===== src/rfrc_pkg.sv =====
// ----------------------------------------------------------------------------
// rfrc_pkg
// Shared constants and types for the radio frame receive checker.
// ----------------------------------------------------------------------------
package rfrc_pkg;

  localparam int MAX_FRAME = 64;

  localparam logic [7:0] TAG_PLAIN     = 8'h44;  // 'D'
  localparam logic [7:0] TAG_IDENT     = 8'h45;  // 'E'
  localparam logic [6:0] IDENT_MIN_LEN = 7'd13;
  localparam logic [6:0] MIN_LEN       = 7'd5;
  localparam logic [6:0] COUNT_SAT     = 7'd127;
  localparam logic [6:0] LEN_SAT       = 7'd64;
  localparam logic [6:0] FWD_LAST_POS  = 7'd65;
  localparam logic [6:0] FWD_FIRST_POS = 7'd5;

  localparam logic [7:0] OWN_ADDR_RST    = 8'h00;
  localparam logic [7:0] LISTEN_ADDR_RST = 8'hF0;

  // Configuration register indexes.
  localparam logic [1:0] CFG_OWN_ADDRESS    = 2'd0;
  localparam logic [1:0] CFG_LISTEN_ADDRESS = 2'd1;
  localparam logic [1:0] CFG_LISTEN_ENABLE  = 2'd2;

  typedef struct packed {
    logic       is_verdict;
    logic [7:0] body_byte;
    logic [5:0] body_index;
    logic       frame_ok;
    logic       ack_needed;
    logic [7:0] ack_target;
    logic [7:0] ack_check;
    logic [7:0] sequence_res;
    logic       has_identity;
    logic [6:0] frame_length;
    logic       run_last;
  } result_t;

  // Results produced by one accepted byte: up to two, first one first.
  typedef struct packed {
    logic [1:0] count;
    result_t    first;
    result_t    second;
  } push_t;

endpackage


===== src/rfrc_frame_core.sv =====
// ----------------------------------------------------------------------------
// rfrc_frame_core
// Frame state, configuration registers and per-byte result computation.
// ----------------------------------------------------------------------------
module rfrc_frame_core (
  input  logic            clk,
  input  logic            rst_n,
  input  logic            cfg_wr_en,
  input  logic [1:0]      cfg_index,
  input  logic [7:0]      cfg_wdata,
  input  logic            take,
  input  logic [7:0]      rx_byte,
  input  logic            frame_end,
  output rfrc_pkg::push_t push
);
  import rfrc_pkg::*;

  logic [7:0] own_address_r;
  logic [7:0] listen_address_r;
  logic       listen_enable_r;

  logic [6:0] byte_count_r, byte_count_nxt;
  logic [7:0] running_xor_r, running_xor_nxt;
  logic [7:0] dest_seen_r, dest_seen_nxt;
  logic [7:0] tag_seen_r, tag_seen_nxt;
  logic [7:0] source_seen_r, source_seen_nxt;
  logic [7:0] delay0_r, delay1_r;
  logic       too_long_r, too_long_nxt;

  logic       fwd;
  logic       to_own, to_listen, tag_ok, ok;
  logic [6:0] len;
  result_t    body_res, verdict_res;

  always_ff @(posedge clk) begin
    if (!rst_n) begin
      own_address_r    <= OWN_ADDR_RST;
      listen_address_r <= LISTEN_ADDR_RST;
      listen_enable_r  <= 1'b1;
    end else if (cfg_wr_en) begin
      case (cfg_index)
        CFG_OWN_ADDRESS:    own_address_r    <= cfg_wdata;
        CFG_LISTEN_ADDRESS: listen_address_r <= cfg_wdata;
        CFG_LISTEN_ENABLE:  listen_enable_r  <= cfg_wdata[0];
        default: ;
      endcase
    end
  end

  always_comb begin
    too_long_nxt = too_long_r ||
                   ({1'b0, byte_count_r} >= 8'(MAX_FRAME)) ||
                   (byte_count_r >= COUNT_SAT);
    dest_seen_nxt   = (byte_count_r == 7'd0) ? rx_byte : dest_seen_r;
    tag_seen_nxt    = (byte_count_r == 7'd1) ? rx_byte : tag_seen_r;
    source_seen_nxt = (byte_count_r == 7'd2) ? rx_byte : source_seen_r;
    running_xor_nxt = (byte_count_r >= 7'd2) ? (running_xor_r ^ rx_byte) : running_xor_r;
    byte_count_nxt  = (byte_count_r < COUNT_SAT) ? (byte_count_r + 7'd1) : COUNT_SAT;

    fwd = (byte_count_r >= FWD_FIRST_POS) &&
          ({1'b0, byte_count_r} < 8'(MAX_FRAME)) &&
          (byte_count_r <= FWD_LAST_POS);

    body_res            = '0;
    body_res.body_byte  = delay1_r;
    body_res.body_index = 6'(byte_count_r - 7'd2);
    body_res.run_last   = ~frame_end;

    len       = byte_count_nxt;
    to_own    = (dest_seen_nxt == own_address_r);
    to_listen = listen_enable_r && (dest_seen_nxt == listen_address_r);
    tag_ok    = (tag_seen_nxt == TAG_PLAIN) || (tag_seen_nxt == TAG_IDENT);
    ok        = (len >= MIN_LEN) && !too_long_nxt && (to_own || to_listen) &&
                tag_ok && (running_xor_nxt == 8'd0);

    verdict_res              = '0;
    verdict_res.is_verdict   = 1'b1;
    verdict_res.frame_ok     = ok;
    verdict_res.ack_needed   = ok && to_own;
    verdict_res.ack_target   = source_seen_nxt;
    verdict_res.ack_check    = rx_byte;
    verdict_res.sequence_res = (len >= 7'd2) ? delay0_r : 8'd0;
    verdict_res.has_identity = (tag_seen_nxt == TAG_IDENT) && (len >= IDENT_MIN_LEN);
    verdict_res.frame_length = (len < LEN_SAT) ? len : LEN_SAT;
    verdict_res.run_last     = 1'b1;

    push = '0;
    if (take) begin
      push.count  = 2'({1'b0, fwd} + {1'b0, frame_end});
      push.first  = fwd ? body_res : verdict_res;
      push.second = verdict_res;
    end
  end

  always_ff @(posedge clk) begin
    if (!rst_n) begin
      byte_count_r  <= '0;
      running_xor_r <= '0;
      dest_seen_r   <= '0;
      tag_seen_r    <= '0;
      source_seen_r <= '0;
      delay0_r      <= '0;
      delay1_r      <= '0;
      too_long_r    <= 1'b0;
    end else if (take) begin
      if (frame_end) begin
        // The verdict closes the frame; all frame state starts over.
        byte_count_r  <= '0;
        running_xor_r <= '0;
        dest_seen_r   <= '0;
        tag_seen_r    <= '0;
        source_seen_r <= '0;
        delay0_r      <= '0;
        delay1_r      <= '0;
        too_long_r    <= 1'b0;
      end else begin
        byte_count_r  <= byte_count_nxt;
        running_xor_r <= running_xor_nxt;
        dest_seen_r   <= dest_seen_nxt;
        tag_seen_r    <= tag_seen_nxt;
        source_seen_r <= source_seen_nxt;
        delay0_r      <= rx_byte;
        delay1_r      <= delay0_r;
        too_long_r    <= too_long_nxt;
      end
    end
  end

endmodule


===== config.mk =====
export PLATFORM = sky130hd
export DESIGN_NAME = rfrc_frame_core
export DESIGN_NICKNAME = d
export VERILOG_FILES = /design/src/rfrc_pkg.sv /design/src/rfrc_frame_core.sv
export SDC_FILE = /design/constraint.sdc
export NUM_CORES = 1
export LEC_CHECK = 0
export BUFFER_PORTS_ARGS = -buffer_cell sky130_fd_sc_hd__buf_2
export CORE_UTILIZATION = 38
export CTS_CLUSTER_DIAMETER = 80
export CTS_CLUSTER_SIZE = 10
export DETAILED_ROUTE_END_ITERATION = 10
export GPL_TIMING_DRIVEN = 0
export SYNTH_ARGS = -nofsm -noshare
export SYNTH_HDL_FRONTEND = slang
export SYNTH_SLANG_ARGS = --single-unit

===== constraint.sdc =====
create_clock -name clk -period 2.4 [get_ports clk]
set_clock_uncertainty 0.1 [all_clocks]
set_input_delay 0.36 -clock clk [delete_from_list [all_inputs] [get_ports clk]]
set_output_delay 0.36 -clock clk [all_outputs]
set_load 0.02 [all_outputs]

==> results of run 1 <==
-- through the flow --
step / total power, mW / area [sq um] / TNS (ns) / util / setup slack [ns]
finish: 3.13 / 7610 / -21.90 / 0.655 / -0.707
detailed placement: 1.73 / 5440 / -33.50 / 0.468 / -0.945
CTS: 3.04 / 6540 / -17.26 / 0.563 / -0.690
floorplan: 1.59 / 4730 / -1.66 / - / -0.210
global route: 3.23 / 7610 / -25.02 / 0.655 / -0.764
global placement: 1.73 / 5440 / -34.50 / 0.468 / -0.942
-- worst paths after layout --
path              slack (ns)  cells past startpoint                    startpoint                               end
setup reg to reg        0.19                     12  byte_count_r[1]$_SDFFE_PN0P_      byte_count_r[6]$_SDFFE_PN0P_
setup / recovery       -0.71                     10  byte_count_r[0]$_SDFFE_PN0P_                          push[34]
hold / removal          0.17                      3                  cfg_wdata[7]  listen_address_r[7]$_SDFFE_PN1P_
hold reg to reg         0.40                      2    tag_seen_r[6]$_SDFFE_PN0P_        tag_seen_r[6]$_SDFFE_PN0P_
-- power by group --
group	internal (mW)	leakage, nW	switching (mW)
clock	0.702	0.133	0.555
sequential	1.24	0.593	0.0298
combinational	0.254	2.62	0.354
-- synth_stat cells (10+ instances only) --
cell type,count,area share
sky130_fd_sc_hd__ha_1,10,0.027
sky130_fd_sc_hd__nand2_1,31,0.025
sky130_fd_sc_hd__nor2_1,93,0.076
sky130_fd_sc_hd__xor2_1,16,0.031
sky130_fd_sc_hd__clkbuf_1,34,0.028
sky130_fd_sc_hd__a21oi_1,29,0.032
sky130_fd_sc_hd__inv_1,18,0.015
sky130_fd_sc_hd__o21ai_0,25,0.027
sky130_fd_sc_hd__dfxtp_1,73,0.32
sky130_fd_sc_hd__nor2b_1,14,0.019
sky130_fd_sc_hd__a22oi_1,17,0.028
sky130_fd_sc_hd__and2_1,51,0.069
sky130_fd_sc_hd__and3_1,19,0.026
sky130_fd_sc_hd__buf_4,17,0.028
sky130_fd_sc_hd__xnor2_1,13,0.025
sky130_fd_sc_hd__mux2i_1,21,0.046
-- metal layers --
| layer | global-route usage | share of wire |
|---|---|---|
| met5 | 0 | 0 |
| met4 | 0.0880 | 0.026 |
| met3 | 0.0386 | 0.071 |
| met2 | 0.443 | 0.50 |
| met1 | 0.332 | 0.40 |
-- worst register-to-register path, delay by kind of cell (launching register included) --
family | cells | cell delay [ns]
multiplexers | 1 | 0.25
flip-flops | 1 | 0.39
buffers and inverters | 6 | 0.77
AND/OR/NAND/NOR | 3 | 0.39
AO/OA/AOI/OAI | 1 | 0.07
adder cells (fa/ha/maj) | 1 | 0.14
-- flip-flops by register name, indices dropped and copies added (netlist names) --
name              cells
tag_seen_r            8
source_seen_r         8
byte_count_r          7
listen_enable_r       1
listen_address_r      8
delay0_r              8
delay1_r              8
too_long_r            1
running_xor_r         8
own_address_r         8
dest_seen_r           8
-- kinds of logic after synthesis --
group,Yosys count,share of synthesized area
compound gates,120,0.171
xor+xnor,29,0.0553
fa+ha+maj,10,0.0272
buf+inv,75,0.0784
flops,73,0.318
mux,29,0.0654
other cells,1,0.000816
simple gates,250,0.284
-- final cells by class --
type                            count  area [sq um]
Timing Repair Buffer              166          1580
Multi-Input combinational cell    454          3690
Fill cell                         919          4010
Clock inverter                      6          40.0
Clock buffer                       10           229
Sequential cell                    73          1470
Tap cell                          143           179
Inverter                           18          83.8
Buffer                             56           337
-- what timing repair did --
| item | in CTS | in global routing |
|---|---|---|
| endpoints found under the hold margin | 0 | 0 |
| endpoints found under the setup margin | 77 | 77 |
| setup buffers | 37 | 25 |
| cloned | 1 | 1 |
| pin swaps | 23 | 32 |
| resized for setup | 147 | 253 |
==> results.toml, run 1 <==
[layout]
final_net_count = 811
most_common_library_cell_in_the_layout_ignoring_fill_and_taps = "sky130_fd_sc_hd__buf_6"
fin_cells = 926
antenna_cells_inserted = 0
drive_above_1_share = 0.452
synthToLayoutAreaGrowth_pct = 65.6
final_cell_mix = "98 x sky130_fd_sc_hd__buf_6, 70 x sky130_fd_sc_hd__dfxtp_1, 61 x sky130_fd_sc_hd__nor2_1, 50 x sky130_fd_sc_hd__buf_4, 33 x sky130_fd_sc_hd__buf_2"

[place]
dp.final_hpwl_microns = 11100
numPortBuffers = 105
gp_routability_congestion = 0.880
dp.cells = 849

[clock_tree]
worstSkewPairLatency_ns = 0.34
h-tree-depth = 3
clk_path_buf_depth = 2
ctsRootBufferMaster = "sky130_fd_sc_hd__clkbuf_16"
tritoncts = "done"
cts_hold_buf = 0
clk_pin_slew_ns = 0.06
cts_num_sinks = 73
number_of_clock_buffers_inserted_by_tritoncts = 9

[hold_path]
timing.hold.worst.class = "primary input to flop"

[logic_synthesis]
syn-cell-area_sq_um = 4590
post_synth_num_cell_types = 52
top_ff_cell_synth = "sky130_fd_sc_hd__dfxtp_1"
yosysWarnings = 0
synth_area_per_cell_sq_um = 7.82
yosysSeqAreaShare = 0.318
ys_seq_elements = 73
synthArstFlopShare = 0
synth_edf_count = 0
synthesis.instances = 587

[die]
core_area_sq_um = 11600
placementRows = 39
fp.dieH_microns = 112
initial_utilization = 0.395
dieArea_sq_um = 12500
io-pin-count = 125
die_x_microns = 112

[flow_run]
maxCapViolCount = 0

[global_route]
largest_net_degree_at_the_start_of_global_routing = 14
grt_pass1_vias = 4595
grt_first_pass_wirelength_microns = 25100
global_route.overflow_total = 0
antenna_found_initial = 0
grt_util_all_layers = 0.259

[outcome]
violations = "design-rule violations, negative setup slack"
status = "finished with violations"

[route]
drcViolationCount = 10
detailroute.via_count = 5120
detail_route.wirelength_microns = 18100
drt-pass1-iter-count = 10
antenna_viol_nets_final = 0
dr.first_iter.drc_count = 394
viasPerCell = 5.53
routed_wire_length_per_instance_microns = 19.5

[timing]
final_critical_path_setup_slack_ns = -0.707
setup_viol_count_final = 77
worst_slack_on_hold_paths_ns = 0.167
layout_worst_path_cycle_share = 1.29
maxClockFrequency_mhz = 322
timing.slew.headroom = 0.398
report.final.slew_viol_count = 0
layout_min_cycle_time_ns = 3.11
worstMarginPinSlew_ns = 0.904
unrepaired_setup_endpoints_after_global_routing = "yes"
final_hold_viol_count = 0

[worst_setup_path]
worst-path-buf-inv = 4
timing.critical_path.slowest_cell_delay_ns = 0.59
setup.worst_path.class = "flop to primary output"
critPathTopFamily = "simple AND/OR/NAND/NOR gates"
startpoint_type = "flop"
cp_cell_sequence = "buf_8 -> clkinvlp_4 -> ha_4 -> nand3_4 -> buf_6 -> mux2i_4 -> a22o_1 -> or4_4 -> a21oi_4 -> buf_6"
critical-path-slowest-cell = "sky130_fd_sc_hd__or4_4"
critPathArrivalTime_ns = 2.65
end_kind = "primary output"
most_prevalent_standard_cell_on_the_critical_path = "sky130_fd_sc_hd__buf_6"
critical_path.max_fanout = 4
data_required_critical_path_ns = 1.94

[pwr]
p_leak_nw = 3.34
power-per-cell-area_nw_per_um2 = 412
irDropWorstVdd_mv = 0.284
Note: power is estimated with default switching activity, not from simulation.
==> run 2: changes to the inputs <==
--- a/config.mk
+++ b/config.mk
@@ -6,11 +6,15 @@
 export NUM_CORES = 1
 export LEC_CHECK = 0
 export BUFFER_PORTS_ARGS = -buffer_cell sky130_fd_sc_hd__buf_2
-export CORE_UTILIZATION = 38
+export CELL_PAD_IN_SITES_DETAIL_PLACEMENT = 1
+export CELL_PAD_IN_SITES_GLOBAL_PLACEMENT = 1
+export CORE_UTILIZATION = 35
 export CTS_CLUSTER_DIAMETER = 80
 export CTS_CLUSTER_SIZE = 10
 export DETAILED_ROUTE_END_ITERATION = 10
 export GPL_TIMING_DRIVEN = 0
+export PLACE_DENSITY_LB_ADDON = 0.1
 export SYNTH_ARGS = -nofsm -noshare
 export SYNTH_HDL_FRONTEND = slang
 export SYNTH_SLANG_ARGS = --single-unit
+export TNS_END_PERCENT = 50
==> run 2 against run 1 <==
  * The flow finishes with violations (negative setup slack)
  * Power is 0.18% higher
  * Combinational power is 10% lower
  * Critical path depth stayed put
  * Die area is 8.4% higher
  * Sequential power hardly changed
  * Core utilization is 11 points lower
  * Global-route usage is 0.61 points higher
  * Wire length is 1.2% higher
  * Critical path type unchanged
  * Critical endpoint is now push[83]
  * Largest power group is now the clock network
==> results.toml, run 2 (synthesis results as in run 1) <==
[outcome]
status = "finished with violations"
violations = "negative setup slack"

[clock_tree]
number_of_clock_buffers_inserted_by_tritoncts = 9
ctsRootBufferMaster = "sky130_fd_sc_hd__clkbuf_16"
tritoncts = "done"
cts_num_sinks = 73
h-tree-depth = 3
clk_path_buf_depth = 2
cts_hold_buf = 0
worstSkewPairLatency_ns = 0.34
clk_pin_slew_ns = 0.07

[die]
placementRows = 41
fp.dieH_microns = 117
dieArea_sq_um = 13600
io-pin-count = 125
die_x_microns = 117
initial_utilization = 0.361
core_area_sq_um = 12700

[route]
antenna_viol_nets_final = 0
dr.first_iter.drc_count = 255
routed_wire_length_per_instance_microns = 19.7
detail_route.wirelength_microns = 18300
drcViolationCount = 0
viasPerCell = 5.32
detailroute.via_count = 4941
drt-pass1-iter-count = 4

[timing]
worst_slack_on_hold_paths_ns = 0.150
maxClockFrequency_mhz = 317
layout_min_cycle_time_ns = 3.16
setup-tns-final_ns = -20.83
final_hold_viol_count = 0
setup_viol_count_final = 77
unrepaired_setup_endpoints_after_global_routing = "yes"
timing.slew.headroom = 0.447
report.final.slew_viol_count = 0
layout_worst_path_cycle_share = 1.31
final_critical_path_setup_slack_ns = -0.755
worstMarginPinSlew_ns = 0.829

[flow_run]
maxCapViolCount = 0

[global_route]
grt_pass1_vias = 4819
grt_util_all_layers = 0.265
global_route.overflow_total = 0
grt_first_pass_wirelength_microns = 26800
antenna_found_initial = 0
largest_net_degree_at_the_start_of_global_routing = 14

[pwr]
p_total_mw = 3.14
p_leak_nw = 3.07
power-per-cell-area_nw_per_um2 = 455
irDropWorstVdd_mv = 0.323

[layout]
antenna_cells_inserted = 0
drive_above_1_share = 0.384
most_common_library_cell_in_the_layout_ignoring_fill_and_taps = "sky130_fd_sc_hd__nor2_1"
final_cell_mix = "82 x sky130_fd_sc_hd__nor2_1, 68 x sky130_fd_sc_hd__dfxtp_1, 60 x sky130_fd_sc_hd__buf_4, 56 x sky130_fd_sc_hd__buf_2, 42 x sky130_fd_sc_hd__buf_6"
finalInstanceArea_sq_um = 6900
final_net_count = 785
synthToLayoutAreaGrowth_pct = 50.2

[worst_setup_path]
worstRegToRegCells = 8
setup.worst_path.class = "flop to primary output"
critPathArrivalTime_ns = 2.70
data_required_critical_path_ns = 1.94
startpoint_type = "flop"
critical_path.max_fanout = 6
end_kind = "primary output"

[hold_path]
timing.hold.worst.class = "primary input to flop"
hold_path_depth = 3

[place]
numPortBuffers = 105
gp_routability_congestion = 0.868
dp.final_hpwl_microns = 12600
place_worst_setup_slack_ns = -1.18
postPlaceCellArea_sq_um = 5470
## run 2: cell count changes in the layout (fill, tap and decap cells not counted), moves of 10 or more
cell	before	now
sky130_fd_sc_hd__and2_4	25	12
sky130_fd_sc_hd__buf_2	33	56
sky130_fd_sc_hd__nor2_1	61	82
sky130_fd_sc_hd__buf_6	98	42
sky130_fd_sc_hd__nand2_2	0	12
sky130_fd_sc_hd__and2_1	26	39
sky130_fd_sc_hd__buf_4	50	60
sky130_fd_sc_hd__nor2_4	28	9
## run 2: timing repair
item                                    CTS  global route
gates cloned                              1             1
buffers inserted                         23            12
endpoints found under the setup margin   78            79
resized for setup                        69           172
pin swaps                                17            12
endpoints found under the hold margin     0             0
## run 2: worst paths after layout
check	from	slack, ns	to
max reg2reg	byte_count_r[1]$_SDFFE_PN0P_	0.12	running_xor_r[4]$_SDFFE_PN0P_
max	byte_count_r[2]$_SDFFE_PN0P_	-0.76	push[83]
min reg2reg	delay1_r[2]$_SDFFE_PN0P_	0.40	delay1_r[2]$_SDFFE_PN0P_
min	cfg_wdata[4]	0.15	listen_address_r[4]$_SDFFE_PN1P_
## run 2: cell type report
type                       instances  area (sq um)
sequential                        73          1480
clock buffer                      11           253
multi-input combinational        454          3400
timing repair buffer             141          1090
buffer                            55           335
fill                            1520          5820
tap                              172           215
inverter                          18          87.6
clock inverter                     5          38.8
## run 2: per-layer routing
layer  wire length, microns  vias to the layer above  global-route usage
met3                    687                       23              0.0420
met4                    255                        0              0.0827
li1                       -                     2319                   -
met1                   7770                     2459               0.319
met2                   9590                      140               0.480
met5                      0                        -                   0
## run 2: where the power goes
group	internal [mW]	switching (mW)
logic	0.213	0.332
registers	1.24	0.0295
clock network	0.760	0.567
## run 2: metrics by stage
stage / instances / utilization
global placement: 878 / 0.430
global route: 929 / 0.542
finish: 929 / 0.542
detailed placement: 878 / 0.430
CTS: 918 / 0.487
floorplan: 601 / -
## run 2: worst max-delay path: stages (launching register included)
cell and delay [ns]:
sky130_fd_sc_hd__dfxtp_4 0.37, sky130_fd_sc_hd__buf_8 0.14, sky130_fd_sc_hd__inv_6 0.06, sky130_fd_sc_hd__ha_4 0.12, sky130_fd_sc_hd__nor2b_4 0.26, sky130_fd_sc_hd__a31oi_1 0.17
sky130_fd_sc_hd__o32ai_2 0.28, sky130_fd_sc_hd__o2111ai_2 0.20, sky130_fd_sc_hd__or3_4 0.40, sky130_fd_sc_hd__nor3_4 0.21, sky130_fd_sc_hd__buf_6 0.14
==> run 3: changes to the inputs <==
--- a/config.mk
+++ b/config.mk
@@ -8,7 +8,7 @@
 export BUFFER_PORTS_ARGS = -buffer_cell sky130_fd_sc_hd__buf_2
 export CELL_PAD_IN_SITES_DETAIL_PLACEMENT = 1
 export CELL_PAD_IN_SITES_GLOBAL_PLACEMENT = 1
-export CORE_UTILIZATION = 35
+export CORE_UTILIZATION = 41
 export CTS_CLUSTER_DIAMETER = 80
 export CTS_CLUSTER_SIZE = 10
 export DETAILED_ROUTE_END_ITERATION = 10
==> constraint.sdc (replaced) <==
create_clock -name clk -period 4.05 [get_ports clk]
set_clock_uncertainty 0.1 [all_clocks]
set_input_delay 0.6075 -clock clk [delete_from_list [all_inputs] [get_ports clk]]
set_output_delay 0.6075 -clock clk [all_outputs]
set_load 0.02 [all_outputs]
==> run 3 against run 2 <==
  * The run now ends clean
  * Register-to-register slack better by 1.2 ns
  * Die area down 14%
  * Power down 49%
  * Critical path depth unchanged
  * Via count down 6.0%
  * Worst setup slack better by 0.93 ns
  * Critical path type unchanged
  * Largest cell class unchanged
  * Largest power group is now registers
==> results.toml, run 3 (synthesis results as in run 1) <==
[pwr]
power-per-cell-area_nw_per_um2 = 287
fraction_of_power_spent_switching_nets = 0.303
p_sw_uw = 482
p_leak_nw = 2.70
internal_power_mw = 1.11
irDropWorstVdd_mv = 0.159
pwr-share-clk = 0.362
power_share_of_the_sequential_group = 0.471
power.combinational.fraction = 0.166
p_total_mw = 1.59

[clock_tree]
clk_path_buf_depth = 2
ctsRootBufferMaster = "sky130_fd_sc_hd__clkbuf_8"
worstSkewPairLatency_ns = 0.37
cts_num_sinks = 73
number_of_clock_buffers_inserted_by_tritoncts = 9
h-tree-depth = 3
clk_pin_slew_ns = 0.08
tritoncts = "done"

[hold_path]
hold_path_startpoint = "cfg_wdata[4]"
timing.hold.worst.class = "primary input to flop"
worstHoldEndpoint = "listen_address_r[4]$_SDFFE_PN1P_"
hold_path_depth = 3

[die]
core_area_sq_um = 10900
initial_utilization = 0.422
die_x_microns = 108
placementRows = 38
io-pin-count = 125
dieArea_sq_um = 11600
fp.dieH_microns = 108

[worst_setup_path]
startpoint_type = "flop"
setup.worst_path.class = "flop to primary output"
r2r_end = "running_xor_r[6]$_SDFFE_PN0P_"
critical_path.max_fanout = 9
end_kind = "primary output"
data_required_critical_path_ns = 3.34
critPathArrivalTime_ns = 3.16
flop2flop_setup_slack_ns = 1.36
critical_path.reg2reg.startpoint = "byte_count_r[2]$_SDFFE_PN0P_"
worstRegToRegCells = 9
timing.critical_path.from = "byte_count_r[2]$_SDFFE_PN0P_"

[outcome]
status = "finished, final reports clean"

[place]
gp_routability_congestion = 0.892
dp.final_hpwl_microns = 12100
numPortBuffers = 105
place_worst_setup_slack_ns = 0.397

[global_route]
grt_util_all_layers = 0.279
grt_pass1_vias = 4584
antenna_found_initial = 0
grt_first_pass_wirelength_microns = 24500
global_route.overflow_total = 0
largest_net_degree_at_the_start_of_global_routing = 13

[layout]
final_cell_mix = "105 x sky130_fd_sc_hd__buf_2, 93 x sky130_fd_sc_hd__nor2_1, 73 x sky130_fd_sc_hd__dfxtp_1, 51 x sky130_fd_sc_hd__and2_1, 35 x sky130_fd_sc_hd__clkbuf_1"
drive_above_1_share = 0.215
most_common_library_cell_in_the_layout_ignoring_fill_and_taps = "sky130_fd_sc_hd__buf_2"
multi_input_comb_area_sq_um = 2840
synthToLayoutAreaGrowth_pct = 20.8
antenna_cells_inserted = 0
final_net_count = 750
fillers = 1439
register_area_sq_um = 1460

[flow_run]
maxCapViolCount = 0

[route]
antenna_viol_nets_final = 0
dr.first_iter.drc_count = 222
detailroute.via_count = 4647
viasPerCell = 5.39
drcViolationCount = 0
routed_wire_length_per_instance_microns = 18.6
detail_route.wirelength_microns = 16000
drt-pass1-iter-count = 4

[timing]
timing.slew.headroom = 0.490
unrepaired_setup_endpoints_after_global_routing = "no"
worstMarginPinSlew_ns = 0.766
report.final.slew_viol_count = 0
layout_min_cycle_time_ns = 3.87
setup_viol_count_final = 0
layout_worst_path_cycle_share = 0.956
setup-tns-final_ns = 0
final_hold_viol_count = 0
maxClockFrequency_mhz = 258
final_critical_path_setup_slack_ns = 0.179
## run 3: cell types whose count changed in the layout (fill, tap and decap cells not counted), moves of 10 or more
cell                        delta
sky130_fd_sc_hd__buf_6        -40
sky130_fd_sc_hd__buf_4        -43
sky130_fd_sc_hd__nand2_1      +13
sky130_fd_sc_hd__buf_2        +49
sky130_fd_sc_hd__and3_1       +10
sky130_fd_sc_hd__nand2_2      -12
sky130_fd_sc_hd__and2_1       +12
sky130_fd_sc_hd__and2_4       -12
sky130_fd_sc_hd__clkbuf_16    -10
sky130_fd_sc_hd__nor2_1       +11
sky130_fd_sc_hd__clkbuf_1     +10
## run 3: through the flow
step                utilization  hold WS (ns)  cell area [sq um]  cells
detailed placement        0.491         0.375               5350    846
global placement          0.491         0.357               5350    846
floorplan                     -         0.349               4650    601
global route              0.510         0.381               5550    862
finish                    0.510         0.376               5550    862
CTS                       0.509         0.371               5540    862
## run 3: cell type report
class | instances | share of cell area
buffer | 57 | 0.0530
clock buffer | 11 | 0.0237
clock inverter | 5 | 0.0101
inverter | 18 | 0.0122
multi-input combinational | 453 | 0.511
sequential | 73 | 0.263
tap | 140 | 0.0316
timing repair buffer | 105 | 0.0947
## run 3: timing repair
action,CTS,global route
hold buffers,0,0
endpoints found under the setup margin,2,5
gates resized for setup,1,4
setup buffers,0,0
## run 3: metal layers
metal / wire, microns / global-route usage
met5: 0 / 0
met4: 265 / 0.0910
met3: 782 / 0.0442
met2: 8100 / 0.500
met1: 6880 / 0.337
## run 3: critical path, cell delays in order, from the launching register on
cell	delay (ns)
sky130_fd_sc_hd__dfxtp_1	0.36
sky130_fd_sc_hd__clkbuf_1	0.36
sky130_fd_sc_hd__inv_1	0.15
sky130_fd_sc_hd__ha_1	0.24
sky130_fd_sc_hd__nor2b_4	0.16
sky130_fd_sc_hd__and3_1	0.26
sky130_fd_sc_hd__o32ai_1	0.16
sky130_fd_sc_hd__o2111ai_1	0.21
sky130_fd_sc_hd__or4_1	0.50
sky130_fd_sc_hd__a21oi_1	0.18
sky130_fd_sc_hd__buf_2	0.20
## run 3: power groups by stage
stage	clock [mW]	sequential [mW]	combinational, mW
3_5_place_dp	0	0.766	0.261
2_1_floorplan	0	0.760	0.179
3_3_place_gp	0	0.765	0.254
5_1_grt	0.617	0.751	0.285
6_report	0.576	0.749	0.265
4_1_cts	0.581	0.749	0.263
## run 3: how the worst max path moves through the flow
stage	endpoint	depth (start not counted)	slack (ns)
2_1_floorplan	push[84]	9	0.88
3_3_place_gp	push[84]	10	0.38
3_5_place_dp	push[84]	10	0.40
4_1_cts	push[100]	8	0.03
5_1_grt	push[84]	10	0.002
6_report	push[84]	10	0.18
